==> config.mk <==
export PLATFORM = sky130hd
export DESIGN_NAME = ordered_list_insert_top
export DESIGN_NICKNAME = d
export VERILOG_FILES = /design/src/oli_pkg.sv /design/src/ordered_list_insert_top.sv /design/src/oli_cell.sv
export SDC_FILE = /design/constraint.sdc
export NUM_CORES = 2
export LEC_CHECK = 0
export ABC_CLOCK_PERIOD_IN_PS = 18000
export BUFFER_PORTS_ARGS = -buffer_cell sky130_fd_sc_hd__buf_2
export CAP_MARGIN = 5
export CELL_PAD_IN_SITES_DETAIL_PLACEMENT = 1
export CELL_PAD_IN_SITES_GLOBAL_PLACEMENT = 1
export CORE_MARGIN = 2
export CORE_UTILIZATION = 50
export DETAILED_ROUTE_END_ITERATION = 10
export MAX_ROUTING_LAYER = met4
export PLACE_DENSITY = 0.75
export RECOVER_POWER = 50
export SLEW_MARGIN = 25
export SYNTH_ARGS = -nofsm -noshare
export SYNTH_HDL_FRONTEND = slang
export SYNTH_SLANG_ARGS = --single-unit
export TNS_END_PERCENT = 100
==> constraint.sdc <==
create_clock -name clk -period 18 [get_ports clk]
set_input_delay 2.7 -clock clk [delete_from_list [all_inputs] [get_ports clk]]
set_output_delay 2.7 -clock clk [all_outputs]
set_load 0.005 [all_outputs]
==> src/oli_pkg.sv <==
// ----------------------------------------------------------------------------
// oli_pkg: shared types and constants for the ordered list insert block
// Sizes of the cell chain, command and status codes, and the cell control
// word.
// ----------------------------------------------------------------------------
package oli_pkg;

    // Number of cells in the chain (2 to 64)
    localparam int CAPACITY = 16;
    localparam int IDX_W    = $clog2(CAPACITY);
    localparam int CNT_W    = $clog2(CAPACITY + 1);
    localparam int VALUE_W  = 32;
    localparam int POS_W    = 6;

    // Command carried on the slave-side tuser
    typedef enum logic [1:0] {
        CMD_HEAD    = 2'd0,
        CMD_TAIL    = 2'd1,
        CMD_ORDERED = 2'd2,
        CMD_READ    = 2'd3
    } cmd_t;

    // Result kind carried on the master-side tuser
    typedef enum logic [1:0] {
        ST_INSERTED = 2'd0,
        ST_FULL     = 2'd1,
        ST_READ     = 2'd2,
        ST_EMPTY    = 2'd3
    } status_t;

    // Per-cell load control
    typedef struct packed {
        logic take_new;   // load the inserted value
        logic take_left;  // load the left neighbor's value (shift right)
    } cell_ctrl_t;

endpackage

==> src/ordered_list_insert_top.sv <==
// ----------------------------------------------------------------------------
// ordered_list_insert_top: bounded ordered list of signed 32-bit values
// Inserts at head, tail or in order into a chain of cells, and streams the
// whole list out on request.
// ----------------------------------------------------------------------------
//  channel  | dir | tdata                          | tuser       | tlast
//  s_axis   | in  | new_value[31:0]                | cmd[1:0]    | -
//  m_axis   | out | entry_value[31:0], position    | status[1:0] | last
//           |     | [37:32], zero pad [39:38]      |             |
//
// On an insert every cell compares itself with the incoming value, and the
// chain shifts right of the insert point in the same edge.
// A read-out loads the entries in order through the single read mux over
// the cells, holding while the master side stalls; the input stays stalled
// until the last entry is loaded into the output register.
// Reset (rst_n, asynchronous) empties the list; cell contents are not reset.
// A stalled master side holds the output register and blocks new transfers.
// ----------------------------------------------------------------------------
module ordered_list_insert_top (
    input  logic        clk,
    input  logic        rst_n,
    input  logic        s_axis_tvalid,
    output logic        s_axis_tready,
    input  logic [31:0] s_axis_tdata,   // [31:0] new_value
    input  logic [1:0]  s_axis_tuser,   // [1:0] cmd
    output logic        m_axis_tvalid,
    input  logic        m_axis_tready,
    output logic [39:0] m_axis_tdata,   // [31:0] entry_value, [37:32] position
    output logic [1:0]  m_axis_tuser,   // [1:0] status
    output logic        m_axis_tlast
);

    localparam int CAP   = oli_pkg::CAPACITY;
    localparam int IDX_W = oli_pkg::IDX_W;
    localparam int CNT_W = oli_pkg::CNT_W;
    localparam int VAL_W = oli_pkg::VALUE_W;
    localparam int POS_W = oli_pkg::POS_W;

    // Control registers
    logic              m_tvalid_reg, m_tvalid_next;
    logic              rd_active_reg, rd_active_next;
    logic [CNT_W-1:0]  count_reg, count_next;
    logic [IDX_W-1:0]  rd_idx_reg, rd_idx_next;

    // Output payload registers
    oli_pkg::status_t        status_reg, status_next;
    logic signed [VAL_W-1:0] value_reg, value_next;
    logic [POS_W-1:0]        pos_reg, pos_next;
    logic                    last_reg, last_next;

    // Datapath
    oli_pkg::cmd_t           cmd;
    logic signed [VAL_W-1:0] new_value;
    logic                    accept;
    logic                    out_free;
    logic                    full;
    logic                    do_ins;
    logic [CNT_W-1:0]        ord_pos;
    logic [CNT_W-1:0]        ins_pos;
    logic                    found;
    logic                    rd_last;
    logic signed [VAL_W-1:0] rd_value;

    logic signed [VAL_W-1:0] cell_value [CAP];
    logic                    cell_ge    [CAP];
    oli_pkg::cell_ctrl_t     cell_ctrl  [CAP];

    assign cmd       = oli_pkg::cmd_t'(s_axis_tuser);
    assign new_value = s_axis_tdata;
    assign out_free  = !m_tvalid_reg || m_axis_tready;
    assign s_axis_tready = !rd_active_reg && out_free;
    assign accept    = s_axis_tvalid && s_axis_tready;
    assign full      = (count_reg == CNT_W'(CAP));
    assign do_ins    = accept && (cmd != oli_pkg::CMD_READ) && !full;

    // Find the ordered insert point from the cell compare flags
    always_comb
    begin
        ord_pos = count_reg;
        found   = 1'b0;
        for (int i = 1; i < CAP; i++)
        begin
            if (!found && (CNT_W'(i) < count_reg) && cell_ge[i])
            begin
                ord_pos = CNT_W'(i);
                found   = 1'b1;
            end
        end
        // Go to the front only when the list is empty or the first entry is strictly above the value
        if ((count_reg == '0) || (cell_ge[0] && (cell_value[0] != new_value)))
        begin
            ord_pos = '0;
        end
    end

    // Pick the insert point for the command
    always_comb
    begin
        unique case (cmd)
            oli_pkg::CMD_HEAD:    ins_pos = '0;
            oli_pkg::CMD_TAIL:    ins_pos = count_reg;
            oli_pkg::CMD_ORDERED: ins_pos = ord_pos;
            default:              ins_pos = '0;
        endcase
    end

    // Cell chain
    genvar g;
    generate
        for (g = 0; g < CAP; g++)
        begin : g_cell
            logic signed [VAL_W-1:0] left_value;

            if (g == 0)
            begin : g_first
                assign left_value = new_value;
            end
            else
            begin : g_rest
                assign left_value = cell_value[g-1];
            end

            assign cell_ctrl[g].take_new  = do_ins && (CNT_W'(g) == ins_pos);
            assign cell_ctrl[g].take_left = do_ins && (CNT_W'(g) > ins_pos);

            oli_cell u_cell (
                .clk        (clk),
                .ctrl       (cell_ctrl[g]),
                .new_value  (new_value),
                .left_value (left_value),
                .value      (cell_value[g]),
                .ge         (cell_ge[g])
            );
        end
    endgenerate

    // Read-out select
    assign rd_value = cell_value[rd_idx_reg];
    assign rd_last  = ((CNT_W'(rd_idx_reg) + CNT_W'(1)) == count_reg);

    // Next-state and output register load
    always_comb
    begin
        m_tvalid_next  = m_tvalid_reg && !m_axis_tready;
        rd_active_next = rd_active_reg;
        count_next     = count_reg;
        rd_idx_next    = rd_idx_reg;
        status_next    = status_reg;
        value_next     = value_reg;
        pos_next       = pos_reg;
        last_next      = last_reg;

        if (accept)
        begin
            if (cmd == oli_pkg::CMD_READ)
            begin
                if (count_reg == '0)
                begin
                    m_tvalid_next = 1'b1;
                    status_next   = oli_pkg::ST_EMPTY;
                    value_next    = '0;
                    pos_next      = '0;
                    last_next     = 1'b1;
                end
                else
                begin
                    rd_active_next = 1'b1;
                    rd_idx_next    = '0;
                end
            end
            else if (full)
            begin
                m_tvalid_next = 1'b1;
                status_next   = oli_pkg::ST_FULL;
                value_next    = new_value;
                pos_next      = '0;
                last_next     = 1'b1;
            end
            else
            begin
                m_tvalid_next = 1'b1;
                count_next    = count_reg + CNT_W'(1);
                status_next   = oli_pkg::ST_INSERTED;
                value_next    = new_value;
                pos_next      = POS_W'(ins_pos);
                last_next     = 1'b1;
            end
        end
        else if (rd_active_reg && out_free)
        begin
            m_tvalid_next = 1'b1;
            status_next   = oli_pkg::ST_READ;
            value_next    = rd_value;
            pos_next      = POS_W'(rd_idx_reg);
            last_next     = rd_last;
            rd_idx_next   = rd_idx_reg + IDX_W'(1);
            if (rd_last)
            begin
                rd_active_next = 1'b0;
            end
        end
    end

    // Control registers
    always_ff @(posedge clk or negedge rst_n)
    begin
        if (!rst_n)
        begin
            m_tvalid_reg  <= 1'b0;
            rd_active_reg <= 1'b0;
            count_reg     <= '0;
            rd_idx_reg    <= '0;
        end
        else
        begin
            m_tvalid_reg  <= m_tvalid_next;
            rd_active_reg <= rd_active_next;
            count_reg     <= count_next;
            rd_idx_reg    <= rd_idx_next;
        end
    end

    // Output payload registers
    always_ff @(posedge clk)
    begin
        status_reg <= status_next;
        value_reg  <= value_next;
        pos_reg    <= pos_next;
        last_reg   <= last_next;
    end

    // Drive the master side
    assign m_axis_tvalid = m_tvalid_reg;
    assign m_axis_tdata  = {2'b00, pos_reg, value_reg};
    assign m_axis_tuser  = status_reg;
    assign m_axis_tlast  = last_reg;

endmodule

==> src/oli_cell.sv <==
// ----------------------------------------------------------------------------
// oli_cell: one storage cell of the ordered list chain
// Holds one entry, shifts in its left neighbor or the inserted value, and
// compares its entry against the incoming value.
// ----------------------------------------------------------------------------
module oli_cell (
    input  logic                              clk,
    input  oli_pkg::cell_ctrl_t               ctrl,
    input  logic signed [oli_pkg::VALUE_W-1:0] new_value,
    input  logic signed [oli_pkg::VALUE_W-1:0] left_value,
    output logic signed [oli_pkg::VALUE_W-1:0] value,
    output logic                              ge
);

    logic signed [oli_pkg::VALUE_W-1:0] value_reg;
    logic signed [oli_pkg::VALUE_W-1:0] value_next;

    // Select the next entry: new value, neighbor, or hold
    always_comb
    begin
        value_next = value_reg;
        if (ctrl.take_new)
        begin
            value_next = new_value;
        end
        else if (ctrl.take_left)
        begin
            value_next = left_value;
        end
    end

    // Hold the entry (payload, no reset)
    always_ff @(posedge clk)
    begin
        value_reg <= value_next;
    end

    // Flag entries at or above the incoming value
    assign ge    = (value_reg >= new_value);
    assign value = value_reg;

endmodule
# --- Yosys cells after proc, flatten, opt, wreduce, memory -nomap -nowiden ---
# Index checks and enable logic that the tools add are counted.
# W data, S select, Z words.
totals:
  input_bits: 38
  ff_bits: 564
  out_inout_bits: 45
  elab_cells: 312
op_classes:
  mux: 97
  n_lt_le_gt_ge: 48
  eq_ne: 25
  bitwise: 3
  add_sub_neg: 3
  reduce_logical: 112
ops:
  columns: ["operator", "count"]
  rows:
  - ["$mux W32", 38]
  - ["$ge A32 B32 Y1", 16]
  - ["$bmux W32 S4", 1]
  - ["$mux W5", 17]
  - ["$logic_and A1 B1 Y1", 68]
  - ["$eq A4 B5 Y1 const A", 8]
  - ["$gt A4 B5 Y1 const A", 8]
  - ["$lt A4 B5 Y1 const A", 8]
  - ["$reduce_bool A2 Y1", 18]
  - ["$ne A32 B32 Y1", 1]
  - ["$mux W1", 28]
  - ["$mux W6", 4]
  - ["$eq A3 B5 Y1 const A", 4]
  - ["$gt A3 B5 Y1 const A", 4]
  - ["$lt A3 B5 Y1 const A", 4]
  - ["$logic_not A1 Y1", 18]
  - ["$mux W4", 4]
  - ["$eq A2 B5 Y1 const A", 2]
  - ["$gt A1 B5 Y1 const A", 2]
  - ["$gt A2 B5 Y1 const A", 2]
  - ["$logic_not A5 Y1", 2]
  - ["$lt A2 B5 Y1 const A", 2]
  - ["$pmux W5 S2", 1]
  - ["$mux W2", 4]
  - ["19 further kinds", 24]

# --- Longest topological paths before layout ---
depth:
  word_depth: 65
  depth_mapped: 18
  mapped_depth_nobuf: 15

# --- By module ---
# A second synthesis with hierarchy kept.
unflattened:
  hier_cells: 3612
  area_unflattened_um2: 42640.9
modules_own_cells:
  columns: ["module", "area_each_um2", "cells_per_inst", "seq_area_each_um2", "instances"]
  rows:
  - ["oli_cell", 2189.6, 183, 960.9, 16]
  - ["ordered_list_insert_top", 7607.3, 684, 1476.4, 1]

# --- Worst setup path after synthesis ---
# Ideal clock, no wire load.
synth_timing:
  path_type: "in2reg"
  start: "input port s_axis_tdata[31]"
  end: "register g_cell[0].u_cell.value_reg, in the netlist g_cell[0].u_cell.value[0] (enable)"
  slack_ns: 7.121
  required_ns: 17.608
  n_path_buf: 2
  cell_stages: 17
  arrival_ns: 10.487
  setup_time_ns: 0.392
  cell_sequence: "inv_1 ha_1 nand4_1 nor3_2 a311oi_1 or2_2 a32o_1 nand3b_4 or4_4 nor3_1 a21oi_1 a21oi_2 o31ai_4 buf_6 buf_6 o41ai_1 and2_1"
synth_between:
  elab_chain_len: 64
  elab_cells_between_ends: 98
  classes_between: "order compare (17); eq/ne (1); mux (31); reduce/logical (49)"
synth_rtl:
  columns: ["item", "line_no", "rtl"]
  rows:
  - ["start: declaration", "ordered_list_insert_top.sv:24", "input logic [31:0] s_axis_tdata,"]
  - ["$ge A32 B32 Y1", "oli_cell.sv:39", "assign ge = (value_reg >= new_value);"]
  - ["$logic_and A1 B1 Y1", "ordered_list_insert_top.sv:83", "if (!found && (CNT_W'(i) < count_reg) && cell_ge[i])"]
  - ["$mux W1", "ordered_list_insert_top.sv:83", null]
  - ["$logic_not A1 Y1", "ordered_list_insert_top.sv:83", null]
  - ["$logic_and A1 B1 Y1 (2 in series)", "ordered_list_insert_top.sv:83", null]
  - ["$mux W1", "ordered_list_insert_top.sv:83", null]
  - ["$logic_not A1 Y1", "ordered_list_insert_top.sv:83", null]
  - ["$logic_and A1 B1 Y1 (2 in series)", "ordered_list_insert_top.sv:83", null]
  - ["(+45 left out)", null, null]
  - ["$logic_not A1 Y1", "ordered_list_insert_top.sv:83", null]
  - ["$logic_and A1 B1 Y1 (2 in series)", "ordered_list_insert_top.sv:83", null]
  - ["$mux W5", "ordered_list_insert_top.sv:83", null]
  - ["$mux W5 (*)", "ordered_list_insert_top.sv:90", "if ((count_reg == '0) || (cell_ge[0] && (cell_value[0] != new_value)))"]
  - ["$pmux W5 S2 (*)", "ordered_list_insert_top.sv:99", "unique case (cmd)"]
  - ["$gt A1 B5 Y1 / $logic_not A5 Y1 (equally long branches)", "ordered_list_insert_top.sv:124, ordered_list_insert_top.sv:123", null]
  - ["$logic_and A1 B1 Y1, on equally long branches", "ordered_list_insert_top.sv:124, ordered_list_insert_top.sv:123", null]
  - ["$reduce_bool A2 Y1 (no line) (*)", null, null]
  - ["end signal: assignment", "oli_cell.sv:35", "value_reg <= value_next;"]
  - ["end: declaration", "oli_cell.sv:15", "logic signed [oli_pkg::VALUE_W-1:0] value_reg;"]
# Mark *: on every way between the ends. The rest lies on a longest branch, timed or not.
# A chain may end at the register's enable or synchronous reset.

# --- Worst setup path after layout ---
layout_timing:
  start: "input port s_axis_tdata[0]"
  end: "register g_cell[0].u_cell.value_reg, in the netlist g_cell[0].u_cell.value[14] (enable)"
# The elaborated chain is that of the path after synthesis.

==> impl_metrics.env <==
export IMPL_status="finished, violations left"
export IMPL_violations="capacitance limit, slew limit"
export IMPL_hold_end="g_cell[12].u_cell.value[21]"
export IMPL_antenna_found_initial=1
export IMPL_power_switching_uw=1980
export IMPL_fmax_mhz=72.5
export IMPL_clkLatencyLatePin_ns=0.64
export IMPL_largest_reg_flops=512
export IMPL_numCtsBuffers=70
export IMPL_top_level_ports=83
export IMPL_crit_start="s_axis_tdata[0]"
export IMPL_cts_resized_gates=0
export IMPL_ys_warnings_count=0
export IMPL_numClockSinks=563
export IMPL_hp_class="flop to flop"
export IMPL_setup_viol_count_final=0
export IMPL_synth_seq_area_share=0.422
export IMPL_r2r_end="g_cell[0].u_cell.value[14]"
export IMPL_grt_pass1_wl_mm=224
export IMPL_reg2reg_depth=17
export IMPL_fin_crit_ns=13.79
export IMPL_viasPerCell=7.04
export IMPL_diodes=0
export IMPL_synthMuxAreaShare=0.229
export IMPL_setup_tns_ns=0
export IMPL_intPower_uw=3440
export IMPL_clock_path_buffers=3
export IMPL_syn_cell_area_um2=39900
export IMPL_final_cell_mix="edfxtp_1 (552), ha_1 (518), mux2_2 (403)"
export IMPL_worstHoldStart="g_cell[11].u_cell.value[21]"
export IMPL_synth_simple_area_share=0.0735
export IMPL_grt_total_usage=0.393
export IMPL_dr_pass1_iters=7
export IMPL_leakage_uw=0.0163
export IMPL_power_total_uw=5420
export IMPL_ant_nets=0
export IMPL_hpwl_mm=109
export IMPL_rrSetupSlack_ns=7.01
export IMPL_crit_fanout=34
export IMPL_synth_fa_ha_area_frac=0.162
export IMPL_sequentialPowerShare=0.371
export IMPL_seq_area_um2=16900
export IMPL_start_util=0.506
export IMPL_synth_edff_count=552
export IMPL_synth_top_family_by_area="multiplexers"
export IMPL_grt_max_degree=52
export IMPL_grt_ovfl_total=0
export IMPL_crit_path_start_kind="primary input"
export IMPL_port_buffers=79
export IMPL_synthFlopType="edfxtp_1"
export IMPL_wire_per_inst_um=37.6
export IMPL_combPwrFrac=0.352
export IMPL_ys_types=91
export IMPL_rsz0062_at_grt="false"
export IMPL_finish_instance_area_um2=43500
export IMPL_async_flop_share=0.0195
export IMPL_std_cell_rows=103
export IMPL_ys_seq_elements=563
export IMPL_layout_area_overhead_vs_synth_pct=8.88
export IMPL_hold_path_depth=1
export IMPL_maxSlewHeadroom=-1.55
export IMPL_drive_gt1_frac=0.248
export IMPL_netlist_instances=3007
export IMPL_tritoncts="yes"
export IMPL_finalCritPeriodShare=0.766
export IMPL_power_density_nw_per_um2=125
export IMPL_drtIter0Drc=2943
export IMPL_whs_ns=0.603
export IMPL_grt_pass1_vias=30927
export IMPL_hold_viol=0
export IMPL_yosys_area_share_xor_xnor=0.00219
export IMPL_placed_cell_area_um2=41500
export IMPL_tightestPinTransition_ns=3.82
export IMPL_path_clk_slew_ns=0.06
export IMPL_path_class="primary input to flop"
export IMPL_cts_htree_levels=3
export IMPL_route_vias_total=29330
export IMPL_multi_input_area_um2=22100
export IMPL_critPathArrivalTime_ns=14.03
export IMPL_num_nets_final=3618
export IMPL_cap_viol_max_count=23
export IMPL_synth_area_per_cell_um2=13.3
export IMPL_cts_hold_buf=0
export IMPL_synth_compound_area_frac=0.0849
export IMPL_cts_root_buf="clkbuf_16"
export IMPL_end_kind="flop"
export IMPL_required_ns=18.24
export IMPL_r2r_start="g_cell[1].u_cell.value[0]"
export IMPL_ir_worst_vdd_uv=106
export IMPL_switching_share=0.365
export IMPL_post_cts_buffers=0
export IMPL_gp_congestion=0.947
export IMPL_drv_slew=562
export IMPL_fillers=7814
export IMPL_clockPowerShare=0.277
export IMPL_fin_util=0.551
export IMPL_wirelength_mm=157
export IMPL_fin_skew_ns=0.0357
export IMPL_die_w_um=287
export IMPL_die_height_um=287
export IMPL_core_area_um2=79000
export IMPL_layout_commonest_cell="edfxtp_1"
export IMPL_drc=0
export IMPL_die_area_um2=82200
==> worst max-delay path by stage <==
stage | slack, ns | end
floorplan | 7.12 | g_cell[0].u_cell.value[0]
global placement | 7.37 | g_cell[4].u_cell.value[15]
detailed placement | 7.59 | g_cell[4].u_cell.value[15]
CTS | 8.24 | g_cell[4].u_cell.value[14]
global route | 4.09 | g_cell[0].u_cell.value[14]
finish | 4.21 | g_cell[0].u_cell.value[14]
==> logic make-up after synthesis <==
| family | after synthesis |
|---|---|
| buf+inv | 227 |
| other cells | 1 |
| simple gates | 539 |
| mux | 643 |
| fa+ha+maj | 518 |
| flops | 563 |
| xor+xnor | 10 |
| compound gates | 506 |
==> critical path, cell delays in order <==
cell       delay, ns
clkbuf_1        1.15
ha_1            0.42
nand2b_1        0.14
a2111oi_0       1.14
and4b_1         0.30
a211oi_1        0.91
o22ai_1         0.54
o21a_1          0.33
nor4_1          0.57
nand3_1         0.27
nor3b_1         0.38
o31ai_4         0.08
clkbuf_1        0.67
o41ai_2         0.54
clkbuf_1        2.64
and2_2          0.46
buf_4           0.70
==> final cells by class <==
| cell class | instances | share of cell area |
|---|---|---|
| clock buffers | 91 | 0.0438 |
| clock inverters | 38 | 0.0104 |
| inverters | 87 | 0.00751 |
| multi-input cells | 2219 | 0.508 |
| flip-flops and latches | 563 | 0.388 |
| well taps | 1050 | 0.0302 |
| repair buffers | 121 | 0.0129 |
==> per-stage QoR <==
step / instances / worst slack, ns
after floorplan: 3009 / 7.12
after global placement: 4040 / 7.37
after detailed placement: 4040 / 7.59
after CTS: 4169 / 8.24
after global routing: 4169 / 4.09
final: 4169 / 4.21
==> power by group through the flow <==
stage	logic (µW)	registers [µW]	clock network, µW
6_report	1910	2010	1500
5_1_grt	2020	2030	1540
4_1_cts	1920	1990	1510
3_5_place_dp	1910	2020	0
3_3_place_gp	1850	2010	0
2_1_floorplan	1280	1870	0
==> per-layer routing <==
layer / track usage / part of all wire / vias to the layer above / wire length [µm]
met2: 0.632 / 0.48 / 1442 / 74500
li1: - / - / 12242 / -
met4: 0.208 / 0.063 / 0 / 9920
met1: 0.483 / 0.39 / 15248 / 61100
met5: - / 0 / - / 0
met3: 0.0547 / 0.071 / 398 / 11200
==> synthesized netlist by cell type, types with 35 or more instances <==
master / number / area (µm²)
nand4_1: 69 / 432
clkbuf_1: 71 / 267
mux2_1: 47 / 529
edfxtp_1: 552 / 16600
a21o_1: 52 / 390
nand3_1: 57 / 285
nand2_1: 146 / 548
mux4_2: 160 / 3600
o31ai_1: 35 / 263
nor2_1: 70 / 263
a21oi_1: 139 / 696
o21ai_0: 96 / 480
ha_1: 518 / 6480
nor3_1: 47 / 235
mux2_2: 404 / 4550
inv_1: 87 / 327
Note: power is estimated with default switching activity, not from simulation.
